## config.mk

```make
export PLATFORM = sky130hd
export DESIGN_NAME = geodetic_to_local_enu_top
export DESIGN_NICKNAME = d
export VERILOG_FILES = /design/src/rtl/g2enu_pkg.sv /design/src/rtl/g2enu_cordic.sv /design/src/rtl/g2enu_mul.sv /design/src/rtl/geodetic_to_local_enu_top.sv
export SDC_FILE = /design/constraint.sdc
export NUM_CORES = 2
export LEC_CHECK = 0
export BUFFER_PORTS_ARGS = -buffer_cell sky130_fd_sc_hd__buf_4
export CAP_MARGIN = 25
export CORE_ASPECT_RATIO = 1.1
export CORE_MARGIN = 5
export CORE_UTILIZATION = 30
export CTS_CLUSTER_SIZE = 40
export DETAILED_ROUTE_END_ITERATION = 8
export GPL_ROUTABILITY_DRIVEN = 1
export PLACE_DENSITY = 0.44
export RECOVER_POWER = 50
export SLEW_MARGIN = 20
export SYNTH_ARGS = -nofsm -noshare
export SYNTH_HDL_FRONTEND = slang
export SYNTH_SLANG_ARGS = --single-unit
```

## constraint.sdc

```tcl
create_clock -name clk -period 33.9 [get_ports clk]
set_input_delay 6.78 -clock clk [delete_from_list [all_inputs] [get_ports clk]]
set_output_delay 6.78 -clock clk [all_outputs]
set_load 0.05 [all_outputs]
```

## src/rtl/g2enu_pkg.sv

```systemverilog
package g2enu_pkg;

    // product request to the shared multiplier
    typedef struct packed {
        logic               go;
        logic signed [40:0] a;
        logic signed [33:0] b;
    } mul_req_t;

    function automatic logic [31:0] atan_entry(input logic [4:0] i);
        logic [31:0] v;
        case (i)
            5'd0:  v = 32'h20000000;
            5'd1:  v = 32'h12E4051D;
            5'd2:  v = 32'h09FB385B;
            5'd3:  v = 32'h051111D4;
            5'd4:  v = 32'h028B0D43;
            5'd5:  v = 32'h0145D7E1;
            5'd6:  v = 32'h00A2F61E;
            5'd7:  v = 32'h00517C55;
            5'd8:  v = 32'h0028BE53;
            5'd9:  v = 32'h00145F2F;
            5'd10: v = 32'h000A2F98;
            5'd11: v = 32'h000517CC;
            5'd12: v = 32'h00028BE6;
            5'd13: v = 32'h000145F3;
            5'd14: v = 32'h0000A2F9;
            5'd15: v = 32'h0000517C;
            5'd16: v = 32'h000028BE;
            5'd17: v = 32'h0000145F;
            5'd18: v = 32'h00000A2F;
            5'd19: v = 32'h00000517;
            5'd20: v = 32'h0000028B;
            5'd21: v = 32'h00000145;
            5'd22: v = 32'h000000A2;
            5'd23: v = 32'h00000051;
            5'd24: v = 32'h00000028;
            5'd25: v = 32'h00000014;
            5'd26: v = 32'h0000000A;
            5'd27: v = 32'h00000005;
            5'd28: v = 32'h00000002;
            5'd29: v = 32'h00000001;
            default: v = 32'h0;
        endcase
        return v;
    endfunction

endpackage

```

## src/rtl/g2enu_cordic.sv

```systemverilog
module g2enu_cordic
    import g2enu_pkg::*;
#(
    parameter int FRAC  = 30,
    parameter int STEPS = 28
)
(
    input  logic               clk,
    input  logic               rst_n,
    input  logic               start,
    input  logic signed [31:0] angle,
    output logic               done,
    output logic signed [31:0] sin_q,
    output logic signed [31:0] cos_q
);
    localparam logic signed [33:0] K0 = 34'(652032874 >>> (30 - FRAC));

    logic signed [33:0] x_reg, x_next, y_reg, y_next, sx, sy;
    logic signed [33:0] z_reg, z_next, at;
    logic               flip_reg, flip_next, busy_reg, busy_next, done_reg, done_next;
    logic [4:0]         i_reg, i_next;
    logic signed [33:0] za;

    always_comb
    begin
        za        = 34'(angle);
        x_next    = x_reg;
        y_next    = y_reg;
        z_next    = z_reg;
        flip_next = flip_reg;
        busy_next = busy_reg;
        i_next    = i_reg;
        done_next = 1'b0;
        sx        = x_reg >>> i_reg;
        sy        = y_reg >>> i_reg;
        at        = 34'(atan_entry(i_reg));
        if (start)
        begin
            x_next    = K0;
            y_next    = '0;
            i_next    = '0;
            busy_next = 1'b1;
            flip_next = 1'b0;
            z_next    = za;
            if (za > 34'sd1073741824)
            begin
                z_next    = za - 34'sd2147483648;
                flip_next = 1'b1;
            end
            else if (za < -34'sd1073741824)
            begin
                z_next    = za + 34'sd2147483648;
                flip_next = 1'b1;
            end
        end
        else if (busy_reg)
        begin
            if (!z_reg[33])
            begin
                x_next = x_reg - sy;
                y_next = y_reg + sx;
                z_next = z_reg - at;
            end
            else
            begin
                x_next = x_reg + sy;
                y_next = y_reg - sx;
                z_next = z_reg + at;
            end
            i_next = i_reg + 5'd1;
            if (32'(i_reg) == STEPS - 1)
            begin
                busy_next = 1'b0;
                done_next = 1'b1;
                if (flip_reg)
                begin
                    x_next = -x_next;
                    y_next = -y_next;
                end
            end
        end
    end

    always_ff @(posedge clk or negedge rst_n)
    begin
        if (!rst_n)
        begin
            busy_reg <= 1'b0;
            done_reg <= 1'b0;
        end
        else
        begin
            busy_reg <= busy_next;
            done_reg <= done_next;
        end
    end

    always_ff @(posedge clk)
    begin
        x_reg    <= x_next;
        y_reg    <= y_next;
        z_reg    <= z_next;
        flip_reg <= flip_next;
        i_reg    <= i_next;
    end

    assign done  = done_reg;
    assign sin_q = y_reg[31:0];
    assign cos_q = x_reg[31:0];
endmodule

```

## src/rtl/g2enu_mul.sv

```systemverilog
module g2enu_mul
    import g2enu_pkg::*;
#(
    parameter int FRAC = 30
)
(
    input  logic               clk,
    input  mul_req_t           req,
    output logic signed [47:0] prod
);
    // sign-magnitude multiply, rounded half away from zero.
    // go loads the operands; the next cycle forms the low half product
    // (b[16:0]), the cycle after that the high half (b[33:17]) and the sum.
    logic [40:0] ma;
    logic [33:0] mb;
    logic        neg_reg;
    logic [40:0] ma_reg;
    logic [33:0] mb_reg;
    logic        hi_reg;
    logic [57:0] part;
    logic [57:0] lo_reg;
    logic [75:0] full;
    logic [75:0] rnd;

    assign ma = req.a[40] ? 41'(-req.a) : 41'(req.a);
    assign mb = req.b[33] ? 34'(-req.b) : 34'(req.b);

    always_ff @(posedge clk)
    begin
        if (req.go)
        begin
            neg_reg <= req.a[40] ^ req.b[33];
            ma_reg  <= ma;
            mb_reg  <= mb;
            hi_reg  <= 1'b0;
        end
        else
            hi_reg <= 1'b1;
        lo_reg <= part;
    end

    assign part = 58'(ma_reg) * 58'(hi_reg ? mb_reg[33:17] : mb_reg[16:0]);
    assign full = (76'(part) << 17) + 76'(lo_reg);
    assign rnd  = (full + (76'd1 << (FRAC - 1))) >> FRAC;
    assign prod = neg_reg ? -48'(rnd) : 48'(rnd);
endmodule

```

## src/rtl/geodetic_to_local_enu_top.sv

```systemverilog
// Geodetic fix to local east-north-up converter on a spherical Earth.
// Input channel: in_valid/in_stall with latitude, longitude, altitude_mm.
// Output channel: out_valid/out_stall with east_mm, north_mm, up_mm and
// origin_taken. One result per request.
// APB port: register 0 is earth_radius_m (24 bits), reset 6371000.
// From the accepting edge to out_valid the latitude and then the longitude
// CORDIC run, then the product schedule runs on the multiplier; one CORDIC
// engine and one multiplier are shared by all steps. in_stall is high while
// a request is in flight. The result sits in an output register; while
// out_stall is high it holds and no new request is taken. The next request
// is taken only once the result has been accepted.
// After reset the first fix becomes the origin, as does any fix that
// follows an all-zero fix.
module geodetic_to_local_enu_top
    import g2enu_pkg::*;
#(
    parameter int TRIG_FRACTION_BITS = 30,
    parameter int CORDIC_STEPS       = 28
)
(
    input  logic               clk,
    input  logic               rst_n,
    input  logic               in_valid,
    output logic               in_stall,
    input  logic signed [31:0] latitude,
    input  logic signed [31:0] longitude,
    input  logic signed [27:0] altitude_mm,
    output logic               out_valid,
    input  logic               out_stall,
    output logic signed [40:0] east_mm,
    output logic signed [40:0] north_mm,
    output logic signed [40:0] up_mm,
    output logic               origin_taken,
    input  logic               psel,
    input  logic               penable,
    input  logic               pwrite,
    input  logic [1:0]         paddr,
    input  logic [31:0]        pwdata,
    output logic [31:0]        prdata,
    output logic               pready
);
    localparam logic [3:0] S_IDLE = 4'd0, S_LAT = 4'd1, S_LON = 4'd2, S_MUL = 4'd3,
                           S_MW1 = 4'd4, S_MW2 = 4'd5, S_OUT = 4'd6;
    localparam logic [1:0] REG_RADIUS = 2'd0;
    localparam logic signed [47:0] OMAX = 48'sd1099511627775;
    localparam logic signed [47:0] OMIN = -48'sd1099511627776;

    logic [3:0]  st_reg, st_next;
    logic [3:0]  k_reg;
    logic [23:0] radius_reg;
    logic signed [31:0] lon_reg;
    logic signed [31:0] sl_reg, cl_reg, so_reg, co_reg;
    logic signed [31:0] osl_reg, ocl_reg, oso_reg, oco_reg;
    logic signed [35:0] orad_reg, r_reg;
    logic        prevz_reg, take_reg;
    logic signed [47:0] ux_reg, uy_reg, h_reg, e_reg, n_reg, u_reg, t_reg;
    logic signed [47:0] prod, acc;
    logic               c_start, c_done;
    logic signed [31:0] c_angle, c_sin, c_cos;
    mul_req_t           mreq;
    logic               in_acc;

    assign pready   = 1'b1;
    assign prdata   = (paddr == REG_RADIUS) ? {8'd0, radius_reg} : 32'd0;
    assign in_stall = (st_reg != S_IDLE);
    assign in_acc   = in_valid && !in_stall;

    always_ff @(posedge clk or negedge rst_n)
    begin
        if (!rst_n)
            radius_reg <= 24'd6371000;
        else if (psel && penable && pwrite && paddr == REG_RADIUS)
            radius_reg <= pwdata[23:0];
    end

    assign c_start = in_acc || (st_reg == S_LAT && c_done);
    assign c_angle = in_acc ? latitude : lon_reg;

    g2enu_cordic #(.FRAC(TRIG_FRACTION_BITS), .STEPS(CORDIC_STEPS)) u_cordic (
        .clk(clk), .rst_n(rst_n), .start(c_start), .angle(c_angle),
        .done(c_done), .sin_q(c_sin), .cos_q(c_cos)
    );

    // product schedule, one per k
    always_comb
    begin
        mreq.go = (st_reg == S_MUL);
        mreq.a  = '0;
        mreq.b  = '0;
        case (k_reg)
            4'd0:  begin mreq.a = 41'(cl_reg);  mreq.b = 34'(co_reg); end
            4'd1:  begin mreq.a = 41'(cl_reg);  mreq.b = 34'(so_reg); end
            4'd2:  begin mreq.a = 41'(oco_reg); mreq.b = 34'(ux_reg); end
            4'd3:  begin mreq.a = 41'(oso_reg); mreq.b = 34'(uy_reg); end
            4'd4:  begin mreq.a = 41'(oco_reg); mreq.b = 34'(uy_reg); end
            4'd5:  begin mreq.a = 41'(oso_reg); mreq.b = 34'(ux_reg); end
            4'd6:  begin mreq.a = 41'(ocl_reg); mreq.b = 34'(sl_reg); end
            4'd7:  begin mreq.a = 41'(osl_reg); mreq.b = 34'(h_reg);  end
            4'd8:  begin mreq.a = 41'(ocl_reg); mreq.b = 34'(h_reg);  end
            4'd9:  begin mreq.a = 41'(osl_reg); mreq.b = 34'(sl_reg); end
            4'd10: begin mreq.a = 41'(r_reg);   mreq.b = 34'(e_reg);  end
            4'd11: begin mreq.a = 41'(r_reg);   mreq.b = 34'(n_reg);  end
            default: begin mreq.a = 41'(r_reg); mreq.b = 34'(u_reg);  end
        endcase
    end

    g2enu_mul #(.FRAC(TRIG_FRACTION_BITS)) u_mul (.clk(clk), .req(mreq), .prod(prod));

    function automatic logic signed [40:0] sat(input logic signed [47:0] v);
        if (v > OMAX)
            return OMAX[40:0];
        else if (v < OMIN)
            return OMIN[40:0];
        return v[40:0];
    endfunction

    always_comb
    begin
        st_next = st_reg;
        unique case (st_reg)
            S_IDLE: if (in_acc) st_next = S_LAT;
            S_LAT:  if (c_done) st_next = S_LON;
            S_LON:  if (c_done) st_next = S_MUL;
            S_MUL:  st_next = S_MW1;
            S_MW1:  st_next = S_MW2;
            S_MW2:  st_next = (k_reg == 4'd12) ? S_OUT : S_MUL;
            S_OUT:  if (!out_stall) st_next = S_IDLE;
            default: st_next = S_IDLE;
        endcase
    end

    always_ff @(posedge clk or negedge rst_n)
    begin
        if (!rst_n)
        begin
            st_reg    <= S_IDLE;
            prevz_reg <= 1'b1;
            osl_reg   <= '0;
            ocl_reg   <= '0;
            oso_reg   <= '0;
            oco_reg   <= '0;
            orad_reg  <= '0;
        end
        else
        begin
            st_reg <= st_next;
            if (in_acc)
                prevz_reg <= (latitude == 0) && (longitude == 0) && (altitude_mm == 0);
            if (st_reg == S_LON && c_done && take_reg)
            begin
                osl_reg  <= sl_reg;
                ocl_reg  <= cl_reg;
                oso_reg  <= c_sin;
                oco_reg  <= c_cos;
                orad_reg <= r_reg;
            end
        end
    end

    assign acc = t_reg + prod;

    always_ff @(posedge clk)
    begin
        if (in_acc)
        begin
            lon_reg  <= longitude;
            take_reg <= prevz_reg;
            r_reg    <= 36'(radius_reg) * 36'd1000 + 36'(altitude_mm);
        end
        if (st_reg == S_LAT && c_done)
        begin
            sl_reg <= c_sin;
            cl_reg <= c_cos;
        end
        if (st_reg == S_LON && c_done)
        begin
            so_reg <= c_sin;
            co_reg <= c_cos;
            k_reg  <= '0;
        end
        if (st_reg == S_MW2)
        begin
            k_reg <= k_reg + 4'd1;
            case (k_reg)
                4'd0:  ux_reg <= prod;
                4'd1:  uy_reg <= prod;
                4'd2:  t_reg <= prod;
                4'd3:  h_reg <= acc;
                4'd4:  t_reg <= prod;
                4'd5:  e_reg <= t_reg - prod;
                4'd6:  t_reg <= prod;
                4'd7:  n_reg <= t_reg - prod;
                4'd8:  t_reg <= prod;
                4'd9:  u_reg <= acc;
                4'd10: east_mm <= sat(prod);
                4'd11: north_mm <= sat(prod);
                default:
                begin
                    up_mm        <= sat(prod - 48'(orad_reg));
                    origin_taken <= take_reg;
                end
            endcase
        end
    end

    assign out_valid = (st_reg == S_OUT);

`ifndef SYNTHESIS
    a_no_take_busy: assert property (@(posedge clk) disable iff (!rst_n)
        in_stall |-> !in_acc) else $error("request taken while busy");
    a_out_hold: assert property (@(posedge clk) disable iff (!rst_n)
        (out_valid && out_stall) |=> out_valid) else $error("result dropped");
    a_cordic_done: assert property (@(posedge clk) disable iff (!rst_n)
        c_done |-> (st_reg == S_LAT || st_reg == S_LON)) else $error("stray cordic done");
`endif
endmodule

```

==> tab_implementation.tex <==
\begin{tabular}{lr}
\hline
Metric & Value \\
\hline
\multicolumn{2}{l}{\textbf{Critical path}} \\
CP required & 34.52 ns \\
Crit Path Class & flop to flop \\
Arrival time reported for the critical path endpoint & 17.84 ns \\
R2R Path Start & u\_mul.hi\_reg \\
Biggest fanout along the worst timing path & 30 \\
Flop-to-flop setup slack & 16.67 ns \\
Critical Path End Type & flop \\
Max stage delay on crit path & 0.86 ns \\
Startpoint kind of the worst setup timing path & flop \\
Startpoint of the most critical setup path & u\_mul.hi\_reg \\
Standard cell with the maximum stage delay on the critical path & dfxtp\_1 \\
\multicolumn{2}{l}{\textbf{Synthesis}} \\
Combined area of all synthesized cells & 86,000 sq um \\
Synth Register Bits & roughly 1,000 \\
Main synth FF type & edfxtp\_1 \\
Count of unique library cells instantiated by Yosys & 100 \\
Commonest cells in the synthesized netlist & 966 x nand2\_1, 890 x inv\_1, 677 x fa\_1, 674 x edfxtp\_1, 544 x ha\_1 \\
Synth top area share & 23.5\% \\
Number of enable flip-flop cells after synthesis & between 600 and 700 \\
Portion of the post-synthesis area used by sequential elements & 32.6\% \\
Instance count of the mapped netlist & 8,622 \\
Yosys warns & 0 \\
Biggest area contributors in the synthesized netlist & edfxtp\_1 24\%, fa\_1 16\%, ha\_1 7.9\% \\
Most instantiated library cell after synthesis & nand2\_1 \\
Synth Area per Inst & roughly 10 sq um \\
Synth async-reset ratio & 19.2\% \\
Cell accounting for the most synthesized area & edfxtp\_1 \\
\multicolumn{2}{l}{\textbf{GRT}} \\
Total congestion overflow after global routing & 0 \\
First-pass GRT wire length & approximately 440 mm \\
Met1 Use GR & 24.6\% \\
GRT busiest layer & met2 \\
Via count of the first global-routing pass & 67,700 \\
Pin count of the biggest net entering global routing & 79 \\
Met3 layer usage reported by global route & 2.09\% \\
Initial antenna violation count & 17 \\
Met2 track demand over resource in global routing & 33.9\% \\
All-Layer GR Usage & about a fifth \\
\multicolumn{2}{l}{\textbf{CTS}} \\
Clock transition time at the flip-flop clock pins of the worst setup and hold paths & 0.06 ns \\
Post-CTS setup buffers & 0 \\
Clock root buffer master & clkbuf\_16 \\
Largest buffer count on any clock path & 4 \\
CTS tree & yes \\
Clock buffer count from CTS & around 120 \\
H-tree depth reported by CTS & 3 \\
\# hold bufs at CTS & 0 \\
Post-cts sizing count & 0 \\
Clk Latency, worst-skew pair & 0.88 ns \\
Num Clock Sinks & 1,013 \\
\multicolumn{2}{l}{\textbf{Final layout}} \\
Fillers & around 29,000 \\
Final Util & about a third \\
Sequential cell area in the final layout & $\sim$28,000 sq um \\
Proportion of layout cells with a drive suffix above 1 & 10.5\% \\
Area occupied by multi-input gates & 53,200 sq um \\
Area grow syn2layout & 11.9\% \\
Final-stage net count & 10,100 \\
\multicolumn{2}{l}{\textbf{Timing}} \\
Actual slew at the worst max-slew pin & 4.34 ns \\
Post-route clock skew & 0.0753 ns \\
Period minus WS final & 17.23 ns \\
Total Neg Setup Slack & 0 ns \\
Final number of hold-violating endpoints & 0 \\
Share of the clock period used by the worst path & 50.8\% \\
Count of final max-slew check failures & 1,074 \\
Number of endpoints failing setup at the final stage & 0 \\
Unrepaired setup endpoints after global routing & false \\
Fmax achieved & 58.1 MHz \\
Slew headroom & -190\% \\
\multicolumn{2}{l}{\textbf{Placed design}} \\
Port buffer count & 274 \\
Gp weighted congestion & 0.876 \\
Detailed Place HPWL & 222 mm \\
\multicolumn{2}{l}{\textbf{Die}} \\
Die area & 297,000 sq um \\
Initial Utilization & 30.1\% \\
Overall die width & 520 microns \\
Ports & 292 \\
Floorplan Core Area & 286,000 sq um \\
DIE HEIGHT & $\sim$570 microns \\
Cell row count & 206 \\
\multicolumn{2}{l}{\textbf{Route}} \\
1st-pass router iterations & 8 \\
Remaining antenna violation count & 0 \\
Mean number of vias per cell & 5.18 \\
Total number of vias & 65,400 \\
Iter 0 DRT Violations & 4,963 \\
Wirelength, routed & 291 mm \\
Routed len/inst & 23.1 microns \\
Drc violations & 0 \\
\multicolumn{2}{l}{\textbf{Status}} \\
Failing checks & max-capacitance violations, max-slew violations \\
Outcome & finished with violations \\
\multicolumn{2}{l}{\textbf{Flow run}} \\
Max-cap check violation count & 26 \\
\multicolumn{2}{l}{\textbf{Worst hold path}} \\
Type of the most critical hold path & flop to flop \\
Hold Crit Start & prevz\_reg \\
\hline
\end{tabular}
==> per-stage QoR <==
| step | hold slack, ns | std cells | worst slack (ns) | cell area, sq um |
|---|---|---|---|---|
| after floorplan | 0.426 | 8634 | 19.26 | 86000 |
| after global placement | 0.448 | 12400 | 16.59 | 92300 |
| after detailed placement | 0.446 | 12400 | 16.77 | 92400 |
| after CTS | 0.455 | 12600 | 16.71 | 96400 |
| after global routing | 0.485 | 12600 | 15.74 | 96200 |
| final | 0.452 | 12600 | 16.67 | 96200 |
==> worst paths after layout <==
check                                       to  cells past startpoint
worst max-delay path                  up_mm[3]                     48
worst min-delay path                 prevz_reg                      2
worst max register to register        up_mm[3]                     48
worst min register to register       prevz_reg                      2
max in group asynchronous          oco_reg[30]                      3
min in group asynchronous       radius_reg[11]                      1
==> area by class of cell <==
| cell class | count | area share [%] |
|---|---|---|
| Antenna cell | 14 | 0.0364 |
| Clock buffer | 164 | 3.52 |
| Clock inverter | 63 | 0.592 |
| Inverter | 895 | 3.49 |
| Multi-Input combinational cell | 6315 | 55.3 |
| Sequential cell | 1013 | 29.1 |
| Tap cell | 3744 | 4.87 |
| Timing Repair Buffer | 409 | 3.05 |
==> per-layer routing <==
| metal | up-vias | share of wire [%] |
|---|---|---|
| met5 | - | 0.0055 |
| met4 | 2 | 3.4 |
| met3 | 404 | 4.5 |
| met2 | 1729 | 50 |
| met1 | 33100 | 42 |
| li1 | 30200 | - |
==> cell families (layout without fill, tap and decap cells) <==
kind of cell               count (synthesis)  in the layout  synth area share (%)
and+or+nand+nor                         2456           2456                  13.6
muxes                                    336            336                  5.34
other                                      2             28               0.00874
AOI/OAI and AO/OA                       1709           1709                  13.1
buffers and inverters                   1306           1531                  5.75
DFF                                     1013           1013                  32.6
adders and majority gates               1221           1221                  23.7
xor gates and xnor gates                 579            579                  5.90
==> placed cells by master (no fill, tap or decap), types with 41 or more instances in the layout <==
| cell | synthesis | final |
|---|---|---|
| nand2_1 | 966 | 963 |
| inv_1 | 890 | 888 |
| fa_1 | 677 | 677 |
| edfxtp_1 | 674 | 674 |
| ha_1 | 544 | 544 |
| a21oi_1 | 462 | 458 |
| nor2_1 | 458 | 455 |
| xnor2_1 | 357 | 354 |
| buf_4 | 9 | 346 |
| and2_1 | 320 | 308 |
| o21ai_0 | 301 | 301 |
| xor2_1 | 222 | 217 |
| mux2_2 | 205 | 205 |
| a21o_1 | 182 | 182 |
| dfrtp_1 | 182 | 181 |
| dfxtp_1 | 145 | 141 |
| nor3_1 | 124 | 124 |
| clkbuf_16 | 0 | 124 |
| nand3_1 | 110 | 110 |
| and3_1 | 95 | 95 |
| a222oi_1 | 94 | 94 |
| a31oi_1 | 79 | 79 |
| mux4_2 | 77 | 77 |
| clkbuf_1 | 342 | 74 |
| a211oi_1 | 70 | 70 |
| o21a_1 | 61 | 60 |
| nand2b_1 | 59 | 59 |
| or3_1 | 59 | 59 |
| nor4_1 | 55 | 54 |
| mux2i_1 | 52 | 52 |
| nor2b_1 | 47 | 47 |
| nand4_1 | 47 | 47 |
| o21ai_1 | 44 | 44 |
| a22oi_1 | 43 | 43 |
| o211ai_1 | 41 | 41 |
==> critical path: cells and delay by family, from the launching register on <==
kind / cells / cell delay (ns)
simple gates: 11 / 3.18
buf+inv: 8 / 1.29
xor+xnor: 4 / 0.87
fa+ha+maj: 10 / 4.23
flops: 1 / 0.86
compound gates: 14 / 5.89
mux: 1 / 0.61
Power is left out: the tool's default activity adds up to more than one toggle a clock period on the data nets, which glitch-free logic cannot reach.
